## config.mk

```make
export PLATFORM = sky130hd
export DESIGN_NAME = best_fit_block_allocator_top_flat
export DESIGN_NICKNAME = d
export VERILOG_FILES = /design/src/bfa_pkg.sv /design/src/bfa_if.sv /design/src/best_fit_block_allocator_top.sv /design/src/bfa_scan.sv /design/src/flat_wrapper.sv
export SDC_FILE = /design/constraint.sdc
export NUM_CORES = 1
export LEC_CHECK = 0
export BUFFER_PORTS_ARGS = -buffer_cell sky130_fd_sc_hd__buf_2
export CAP_MARGIN = 20
export CORE_ASPECT_RATIO = 0.9
export CORE_MARGIN = 1.5
export CORE_UTILIZATION = 50
export CTS_CLUSTER_DIAMETER = 40
export DETAILED_ROUTE_END_ITERATION = 10
export GPL_TIMING_DRIVEN = 1
export PLACE_DENSITY = 0.74
export REMOVE_ABC_BUFFERS = 1
export SLEW_MARGIN = 20
export SYNTH_ARGS = -nofsm -noshare
export SYNTH_HDL_FRONTEND = slang
export SYNTH_SLANG_ARGS = --single-unit
```

## constraint.sdc

```tcl
create_clock -name clk -period 5.7 [get_ports clk]
set_clock_uncertainty 0.15 [all_clocks]
set_input_delay 0.855 -clock clk [delete_from_list [all_inputs] [get_ports clk]]
set_output_delay 0.855 -clock clk [all_outputs]
set_load 0.01 [all_outputs]
```

## src/bfa_pkg.sv

```systemverilog
// shared constants, payload widths and control structs for the best-fit allocator
`default_nettype none

package bfa_pkg;

  // table geometry
  localparam int TABLE_DEPTH = 16;
  localparam int SIZE_BITS   = 16;

  // entry index and scan counter widths
  localparam int IDX_W = (TABLE_DEPTH > 1) ? $clog2(TABLE_DEPTH) : 1;
  localparam int CNT_W = $clog2(TABLE_DEPTH + 1);

  // fixed field widths on the ports
  localparam int CMD_W   = 1;
  localparam int BIDX_W  = 4;
  localparam int REQ_W   = 16;
  localparam int CFG_W   = 5;
  localparam int NUM_W   = 5;
  localparam int OSIZE_W = 16;

  // command codes
  localparam logic [CMD_W-1:0] CMD_LOAD  = 1'b0;
  localparam logic [CMD_W-1:0] CMD_ALLOC = 1'b1;

  typedef logic [SIZE_BITS-1:0] size_t;
  typedef logic [IDX_W-1:0]     idx_t;
  typedef logic [CNT_W-1:0]     cnt_t;

  // sequencer to scan unit
  typedef struct packed {
    logic  load_en;
    idx_t  load_idx;
    size_t load_size;
    logic  start;
    size_t req;
    cnt_t  limit;
    logic  commit;
  } scan_ctrl_t;

  // scan unit back to sequencer
  typedef struct packed {
    logic  busy;
    logic  have;
    idx_t  best_idx;
    size_t best_size;
    size_t req;
  } scan_stat_t;

endpackage

`default_nettype wire

```

## src/bfa_if.sv

```systemverilog
// valid/ready channel interfaces for input items, results and configuration
`default_nettype none

interface bfa_in_if import bfa_pkg::*; ();
  logic               valid;
  logic               ready;
  logic [CMD_W-1:0]   cmd;
  logic [BIDX_W-1:0]  block_index;
  logic [REQ_W-1:0]   req_size;

  modport source (output valid, output cmd, output block_index, output req_size,
                  input ready);
  modport sink   (input valid, input cmd, input block_index, input req_size,
                  output ready);
endinterface

interface bfa_out_if import bfa_pkg::*; ();
  logic               valid;
  logic               ready;
  logic               found;
  logic [NUM_W-1:0]   block_number;
  logic [OSIZE_W-1:0] chosen_size;
  logic [OSIZE_W-1:0] fragment;

  modport source (output valid, output found, output block_number,
                  output chosen_size, output fragment, input ready);
  modport sink   (input valid, input found, input block_number,
                  input chosen_size, input fragment, output ready);
endinterface

interface bfa_cfg_if import bfa_pkg::*; ();
  logic             valid;
  logic             ready;
  logic [CFG_W-1:0] block_count;

  modport source (output valid, output block_count, input ready);
  modport sink   (input valid, input block_count, output ready);
endinterface

`default_nettype wire

```

## src/best_fit_block_allocator_top.sv

```systemverilog
// best-fit block allocator: sequencer, config register and result register
//
//   channel  dir  transfer moves                          when
//   in_ch    in   cmd, block_index, req_size              valid & ready
//   out_ch   out  found, block_number, chosen_size, frag  valid & ready
//   cfg_ch   in   block_count                             valid & ready
//
// a load writes the table on its transfer; an allocate passes from its transfer
// to the result register through its steps accept, scan and commit
// the compare unit scans min(block_count, 16) table entries, one per cycle
// reset clears the allocated marks, block_count, the sequencer and out valid
// block sizes are not reset; an entry must be loaded before a scan reads it
// a waiting result does not block new input; a scan that finishes while the
// result register is still full holds in commit until out_ch takes it
`default_nettype none

module best_fit_block_allocator_top import bfa_pkg::*; (
  input  logic      clk,
  input  logic      rst_n,
  bfa_in_if.sink    in_ch,
  bfa_out_if.source out_ch,
  bfa_cfg_if.sink   cfg_ch
);

  typedef enum logic [2:0] {
    ST_IDLE   = 3'b001,
    ST_SCAN   = 3'b010,
    ST_COMMIT = 3'b100
  } state_t;

  state_t state_r, state_nxt;

  logic [CFG_W-1:0] count_r, count_nxt;

  // result register
  logic               out_valid_r, out_valid_nxt;
  logic               found_r,     found_nxt;
  logic [NUM_W-1:0]   num_r,       num_nxt;
  logic [OSIZE_W-1:0] csize_r,     csize_nxt;
  logic [OSIZE_W-1:0] frag_r,      frag_nxt;

  scan_ctrl_t ctrl;
  scan_stat_t stat;

  logic         in_xfer;
  logic         load_ok;
  logic         out_free;
  cnt_t         limit;
  logic [IDX_W:0] num_wide;
  size_t        frag_wide;

  assign in_ch.ready  = (state_r == ST_IDLE);
  assign cfg_ch.ready = 1'b1;
  assign in_xfer      = in_ch.valid && in_ch.ready;

  // loads beyond the table are dropped
  assign load_ok = (int'(in_ch.block_index) < TABLE_DEPTH);

  // a count above the table size scans the whole table
  assign limit = (int'(count_r) > TABLE_DEPTH) ? cnt_t'(TABLE_DEPTH) : cnt_t'(count_r);

  // result register is free once empty or being drained
  assign out_free = !out_valid_r || out_ch.ready;

  assign num_wide  = {1'b0, stat.best_idx} + (IDX_W+1)'(1);
  assign frag_wide = stat.best_size - stat.req;

  assign count_nxt = (cfg_ch.valid && cfg_ch.ready) ? cfg_ch.block_count : count_r;

  always_comb begin
    state_nxt      = state_r;
    ctrl.load_en   = 1'b0;
    ctrl.load_idx  = idx_t'(in_ch.block_index);
    ctrl.load_size = size_t'(in_ch.req_size);
    ctrl.start     = 1'b0;
    ctrl.req       = size_t'(in_ch.req_size);
    ctrl.limit     = limit;
    ctrl.commit    = 1'b0;
    out_valid_nxt  = out_valid_r;
    found_nxt      = found_r;
    num_nxt        = num_r;
    csize_nxt      = csize_r;
    frag_nxt       = frag_r;

    if (out_valid_r && out_ch.ready) begin
      out_valid_nxt = 1'b0;
    end

    unique case (state_r)
      ST_IDLE: begin
        if (in_xfer) begin
          priority if (in_ch.cmd == CMD_ALLOC) begin
            ctrl.start = 1'b1;
            state_nxt  = ST_SCAN;
          end else begin
            ctrl.load_en = load_ok;
          end
        end
      end
      ST_SCAN: begin
        if (!stat.busy) begin
          state_nxt = ST_COMMIT;
        end
      end
      ST_COMMIT: begin
        if (out_free) begin
          ctrl.commit   = 1'b1;
          out_valid_nxt = 1'b1;
          if (stat.have) begin
            found_nxt = 1'b1;
            num_nxt   = NUM_W'(num_wide);
            csize_nxt = OSIZE_W'(stat.best_size);
            frag_nxt  = OSIZE_W'(frag_wide);
          end else begin
            found_nxt = 1'b0;
            num_nxt   = '0;
            csize_nxt = '0;
            frag_nxt  = '0;
          end
          state_nxt = ST_IDLE;
        end
      end
      default: begin
        state_nxt = ST_IDLE;
      end
    endcase
  end

  always_ff @(posedge clk) begin
    if (!rst_n) begin
      state_r     <= ST_IDLE;
      count_r     <= '0;
      out_valid_r <= 1'b0;
    end else begin
      state_r     <= state_nxt;
      count_r     <= count_nxt;
      out_valid_r <= out_valid_nxt;
    end
  end

  always_ff @(posedge clk) begin
    found_r <= found_nxt;
    num_r   <= num_nxt;
    csize_r <= csize_nxt;
    frag_r  <= frag_nxt;
  end

  bfa_scan u_scan (
    .clk   (clk),
    .rst_n (rst_n),
    .ctrl  (ctrl),
    .stat  (stat)
  );

  assign out_ch.valid        = out_valid_r;
  assign out_ch.found        = found_r;
  assign out_ch.block_number = num_r;
  assign out_ch.chosen_size  = csize_r;
  assign out_ch.fragment     = frag_r;

endmodule

`default_nettype wire

```

## src/bfa_scan.sv

```systemverilog
// block table and the shared compare unit that walks it one entry per cycle
`default_nettype none

module bfa_scan import bfa_pkg::*; (
  input  logic       clk,
  input  logic       rst_n,
  input  scan_ctrl_t ctrl,
  output scan_stat_t stat
);

  size_t                  size_mem_r [TABLE_DEPTH];
  logic [TABLE_DEPTH-1:0] taken_r, taken_nxt;

  logic  busy_r,      busy_nxt;
  logic  have_r,      have_nxt;
  cnt_t  ptr_r,       ptr_nxt;
  cnt_t  limit_r,     limit_nxt;
  idx_t  best_idx_r,  best_idx_nxt;
  size_t best_size_r, best_size_nxt;
  size_t req_r,       req_nxt;

  idx_t  cur_idx;
  size_t cur_size_r;
  logic  fits;
  logic  better;
  cnt_t  ptr_inc;

  // table writes; the read is registered at the next scan address so the
  // data lines up with ptr_r (no load can land while a scan runs)
  always_ff @(posedge clk) begin
    if (ctrl.load_en) begin
      size_mem_r[ctrl.load_idx] <= ctrl.load_size;
    end
    cur_size_r <= size_mem_r[ptr_nxt[IDX_W-1:0]];
  end

  always_comb begin
    taken_nxt = taken_r;
    if (ctrl.load_en) begin
      taken_nxt[ctrl.load_idx] = 1'b0;
    end
    if (ctrl.commit && have_r) begin
      taken_nxt[best_idx_r] = 1'b1;
    end
  end

  // one entry per cycle through the compare unit
  assign cur_idx  = ptr_r[IDX_W-1:0];
  assign fits     = !taken_r[cur_idx] && (cur_size_r >= req_r);
  assign better   = !have_r || (cur_size_r < best_size_r);
  assign ptr_inc  = ptr_r + cnt_t'(1);

  always_comb begin
    busy_nxt      = busy_r;
    have_nxt      = have_r;
    ptr_nxt       = ptr_r;
    limit_nxt     = limit_r;
    best_idx_nxt  = best_idx_r;
    best_size_nxt = best_size_r;
    req_nxt       = req_r;
    if (ctrl.start) begin
      ptr_nxt   = '0;
      have_nxt  = 1'b0;
      req_nxt   = ctrl.req;
      limit_nxt = ctrl.limit;
      busy_nxt  = (ctrl.limit != '0);
    end else if (busy_r) begin
      if (fits && better) begin
        have_nxt      = 1'b1;
        best_idx_nxt  = cur_idx;
        best_size_nxt = cur_size_r;
      end
      ptr_nxt = ptr_inc;
      if (ptr_inc == limit_r) begin
        busy_nxt = 1'b0;
      end
    end
  end

  always_ff @(posedge clk) begin
    if (!rst_n) begin
      taken_r <= '0;
      busy_r  <= 1'b0;
      have_r  <= 1'b0;
    end else begin
      taken_r <= taken_nxt;
      busy_r  <= busy_nxt;
      have_r  <= have_nxt;
    end
  end

  always_ff @(posedge clk) begin
    ptr_r       <= ptr_nxt;
    limit_r     <= limit_nxt;
    best_idx_r  <= best_idx_nxt;
    best_size_r <= best_size_nxt;
    req_r       <= req_nxt;
  end

  assign stat.busy      = busy_r;
  assign stat.have      = have_r;
  assign stat.best_idx  = best_idx_r;
  assign stat.best_size = best_size_r;
  assign stat.req       = req_r;

endmodule

`default_nettype wire

```

## src/flat_wrapper.sv

```systemverilog
// flat-port wrapper written by rule: the top's interface ports become plain ports
module best_fit_block_allocator_top_flat import bfa_pkg::*;
  (clk, rst_n, in_ch_valid, in_ch_cmd, in_ch_block_index, in_ch_req_size, in_ch_ready, out_ch_valid, out_ch_found, out_ch_block_number, out_ch_chosen_size, out_ch_fragment, out_ch_ready, cfg_ch_valid, cfg_ch_block_count, cfg_ch_ready);
  bfa_in_if in_ch_i ();
  bfa_out_if out_ch_i ();
  bfa_cfg_if cfg_ch_i ();
  input  logic clk;
  input  logic rst_n;
  input wire logic [$bits(in_ch_i.valid)-1:0] in_ch_valid;
  input wire logic [$bits(in_ch_i.cmd)-1:0] in_ch_cmd;
  input wire logic [$bits(in_ch_i.block_index)-1:0] in_ch_block_index;
  input wire logic [$bits(in_ch_i.req_size)-1:0] in_ch_req_size;
  output wire logic [$bits(in_ch_i.ready)-1:0] in_ch_ready;
  output wire logic [$bits(out_ch_i.valid)-1:0] out_ch_valid;
  output wire logic [$bits(out_ch_i.found)-1:0] out_ch_found;
  output wire logic [$bits(out_ch_i.block_number)-1:0] out_ch_block_number;
  output wire logic [$bits(out_ch_i.chosen_size)-1:0] out_ch_chosen_size;
  output wire logic [$bits(out_ch_i.fragment)-1:0] out_ch_fragment;
  input wire logic [$bits(out_ch_i.ready)-1:0] out_ch_ready;
  input wire logic [$bits(cfg_ch_i.valid)-1:0] cfg_ch_valid;
  input wire logic [$bits(cfg_ch_i.block_count)-1:0] cfg_ch_block_count;
  output wire logic [$bits(cfg_ch_i.ready)-1:0] cfg_ch_ready;
  assign in_ch_i.valid = in_ch_valid;
  assign in_ch_i.cmd = in_ch_cmd;
  assign in_ch_i.block_index = in_ch_block_index;
  assign in_ch_i.req_size = in_ch_req_size;
  assign in_ch_ready = in_ch_i.ready;
  assign out_ch_valid = out_ch_i.valid;
  assign out_ch_found = out_ch_i.found;
  assign out_ch_block_number = out_ch_i.block_number;
  assign out_ch_chosen_size = out_ch_i.chosen_size;
  assign out_ch_fragment = out_ch_i.fragment;
  assign out_ch_i.ready = out_ch_ready;
  assign cfg_ch_i.valid = cfg_ch_valid;
  assign cfg_ch_i.block_count = cfg_ch_block_count;
  assign cfg_ch_ready = cfg_ch_i.ready;
  best_fit_block_allocator_top u_core (.clk(clk), .rst_n(rst_n), .in_ch(in_ch_i), .out_ch(out_ch_i), .cfg_ch(cfg_ch_i));
endmodule
```

==> summary.md <==
| Metric | Value |
|---|---|
| # setup viols final | 0 |
| Critical path class | reg2reg |
| Critical Path Sink Type | flip-flop |
| Post-route minimum period | 3.48 ns |
| Share of cells above drive strength 1 | 15.2% |
| H-tree Lvls | 2 |
| First-iteration detailed-routing DRC count | 1106 |
| Peak supply drop | 0.283 mV |
| Synth Area in XOR/XNOR | 1.08% |
| Worst Path Max Fanout | 33 |
| Clk sinks | 383 |
| Post-CTS sizing | 0 |
| Gr usage total | 21.6% |
| Fin nets | 1328 |
| Top-count cell post-synth | edfxtp_1 |
| Vias | 9994 |
| DRC | 0 |
| Number of port buffers | 70 |
| Hold crit path type | reg2reg |
| Combinational family with the most area after synthesis | compound AO/OA/AOI/OAI gates |
| Worst path depth | 8 |
| Clk_lat worst skew | 0.54 ns |
| WP data required | 6.02 ns |
| Crit path max-delay family | compound AO/OA/AOI/OAI gates |
| Synth warn | 0 |
| Worst path arrival time | 3.79 ns |
| TritonCTS clock tree | done |
| Synth top area cells | edfxtp_1 63%, dfxtp_1 6.0%, ha_1 4.0% |
| Antenna diodes | 0 |
| Synth cell types | 71 |
| Synth Register Bits | 383 |
| Setup WS post-layout | 2.22 ns |
| Post-Layout Cell Count | 1698 |
| Post-synthesis cell area | 16100 um^2 |
| Die Area | 33200 um^2 |
| Leading area contributor after synthesis | edfxtp_1 |
| Die Span Y | 173 um |
| Pwr/cell area | 423 nW/um^2 |
| Slew HR | 32.3% |
| WHS Path Cells | 2 |
| Async S/R FF share, synth | 0% |
| Max Clk Rate | 288 MHz |
| Final period util | 61.0% |
| Sequential fraction of the synthesis area | 68.6% |
| TNS Setup | 0 ns |
| DRT antenna net count | 0 |
| Worst r2r path cells | 8 |
| Simple-gate share of the synthesized area | 8.31% |
| CTS buffer count | 45 |
| Crit-path slowest cell | dfxtp_1 |
| Synth cell count leaders | 335 x edfxtp_1, 98 x nand2_1, 65 x o21ai_0, 57 x nor2_1, 51 x ha_1 |
| # placed instances | 1614 |
| Detailed Route WL | 35500 um |
| Cts hold-fix bufs | 0 |
| Unrepaired setup endpoints after global routing | false |
| Setup Buffers After CTS | 0 |
| Area grow syn2layout | 14.8% |
| Avg Cell Area, Syn | 13.8 um^2 |
| Routability cong. | 0.865 |
| Status | finished clean |
| Drt first pass iters | 5 |
| Final Max Tran Viols | 0 |
| Fin. Hold Viols | 0 |
| Critical path buffers and inverters | 1 |
| Ports | 72 |
| Worst slack, placed | 2.35 ns |
| Grt ovf | 0 |
| Compound-Gate Fraction of Synth Area | 11.9% |
| Horiz. Die Dim | 192 um |
| Post-synthesis mux area share | 3.25% |
| # fillers | 2389 |
| Wire length per cell | 20.9 um |
| # rows | 62 |
| Startpoint class of the critical path | flip-flop |
| Number of flops mapped to enable cells by yosys | 335 |
| Root buf cell | clkbuf_16 |
| Maximum clock path buffer count | 3 |
| Largest net degree at the start of global routing | 50 |
| Vias in the first global route | 9715 |
| Post-Syn Instances | 1167 |
| First-pass GRT wire length | 55100 um |
| Post-synthesis adder-cell area fraction | 4.10% |
| Main synth FF type | edfxtp_1 |
| Synth top area share | 62.7% |
| Maxcap violations | 0 |
| DR vias/cell | 5.89 |
| Initial antenna violation count | 0 |
| Actual slew at the worst max-slew pin | 1.01 ns |
| Core area | 31700 um^2 |
| Hold Slack | 0.325 ns |
| LEAKAGE | 6.52 nW |
| Reg clk slew, reported paths | 0.06 ns |
| Post-DP HPWL | 23000 um |
| Initial Util | 50.6% |
| Crit-path cells | ha_1 -> a21boi_1 -> nor2_4 -> buf_4 -> o21ai_0 -> o22ai_1 -> o21ai_0 -> o22ai_1 |
| CP peak stage delay | 0.79 ns |
where the power goes:
group | switching [W] | internal, W
Clock | 0.00115 | 0.00179
Combinational | 0.000949 | 0.000572
Sequential | 0.000164 | 0.00317
Total | 0.00226 | 0.00554
placed cells by master, fill, tap and decap left out, types with 21 or more instances in the layout:
master / instances
clkbuf_16: 47
nand2_1: 98
ha_1: 51
nor2b_1: 21
o21ai_1: 21
nor2_1: 50
o22ai_1: 48
nor3_1: 23
mux2i_1: 38
edfxtp_1: 335
a21oi_1: 26
dfxtp_1: 48
inv_1: 46
buf_2: 70
o21a_1: 23
o21ai_0: 65
state kept, by name, indices dropped and copies added, names as in the netlist:
| register | flops |
|---|---|
| u_core.u_scan.best_size_r | 16 |
| u_core.count_r | 5 |
| u_core.u_scan.best_idx_r | 4 |
| u_core.u_scan.taken_r | 16 |
| u_core.out_ch.fragment | 16 |
| u_core.u_scan.size_mem_r | 256 |
| u_core.u_scan.req_r | 16 |
| u_core.out_ch.found | 1 |
| u_core.u_scan.ptr_r | 5 |
| u_core.u_scan.busy_r | 1 |
| u_core.out_ch.chosen_size | 16 |
| u_core.u_scan.limit_r | 5 |
| u_core.u_scan.cur_size_r | 16 |
| u_core.out_ch.block_number | 5 |
| u_core.out_ch.valid | 1 |
| u_core.u_scan.have_r | 1 |
| u_core.state_r | 3 |
stage by stage:
stage	util (%)	power [W]	cell area, um^2
after floorplan	-	0.00433	15800
final	58.1	0.00780	18400
after global routing	58.1	0.00812	18400
after CTS	58.1	0.00783	18400
after detailed placement	53.2	0.00489	16900
after global placement	53.2	0.00484	16900
worst paths after layout:
check                            startpoint                           to  slack, ns
hold reg to reg   u_core.u_scan.taken_r[14]    u_core.u_scan.taken_r[14]       0.32
hold / removal    u_core.u_scan.taken_r[14]    u_core.u_scan.taken_r[14]       0.32
setup reg to reg     u_core.u_scan.ptr_r[0]  u_core.u_scan.cur_size_r[2]       2.22
setup / recovery     u_core.u_scan.ptr_r[0]  u_core.u_scan.cur_size_r[2]       2.22
kinds of logic after synthesis:
group,count (synthesis)
flip-flops,383
AO/OA/AOI/OAI,290
AND/OR/NAND/NOR,274
buffers and inverters,104
adder cells (fa/ha/maj),52
multiplexers,45
XOR/XNOR,18
other,1
worst min-delay path: stages, from the launching register on:
cell	delay (ns)
dfxtp_1	0.30
o21ai_0	0.07
a21boi_1	0.06
layer usage:
layer / share of wire, % / vias to the layer above / wire (um) / GRT usage [%]
li1: - / 4617 / - / -
met1: 43 / 4880 / 15400 / 32.5
met2: 45 / 444 / 15900 / 32.3
met3: 9.9 / 53 / 3520 / 4.26
met4: 1.8 / 0 / 626 / 5.53
met5: 0 / - / 0 / 0
area by class of cell:
class                   count  area (um^2)  area share (%)
clock buffers              59         1240            6.73
clock inverters            25          315            1.71
flip-flops and latches    383        11000            59.8
inverters                  48          180           0.977
multi-input cells         680         4680            25.4
well taps                 416          520            2.82
repair buffers             87          478            2.59
Power figures use the tool's default switching activity.
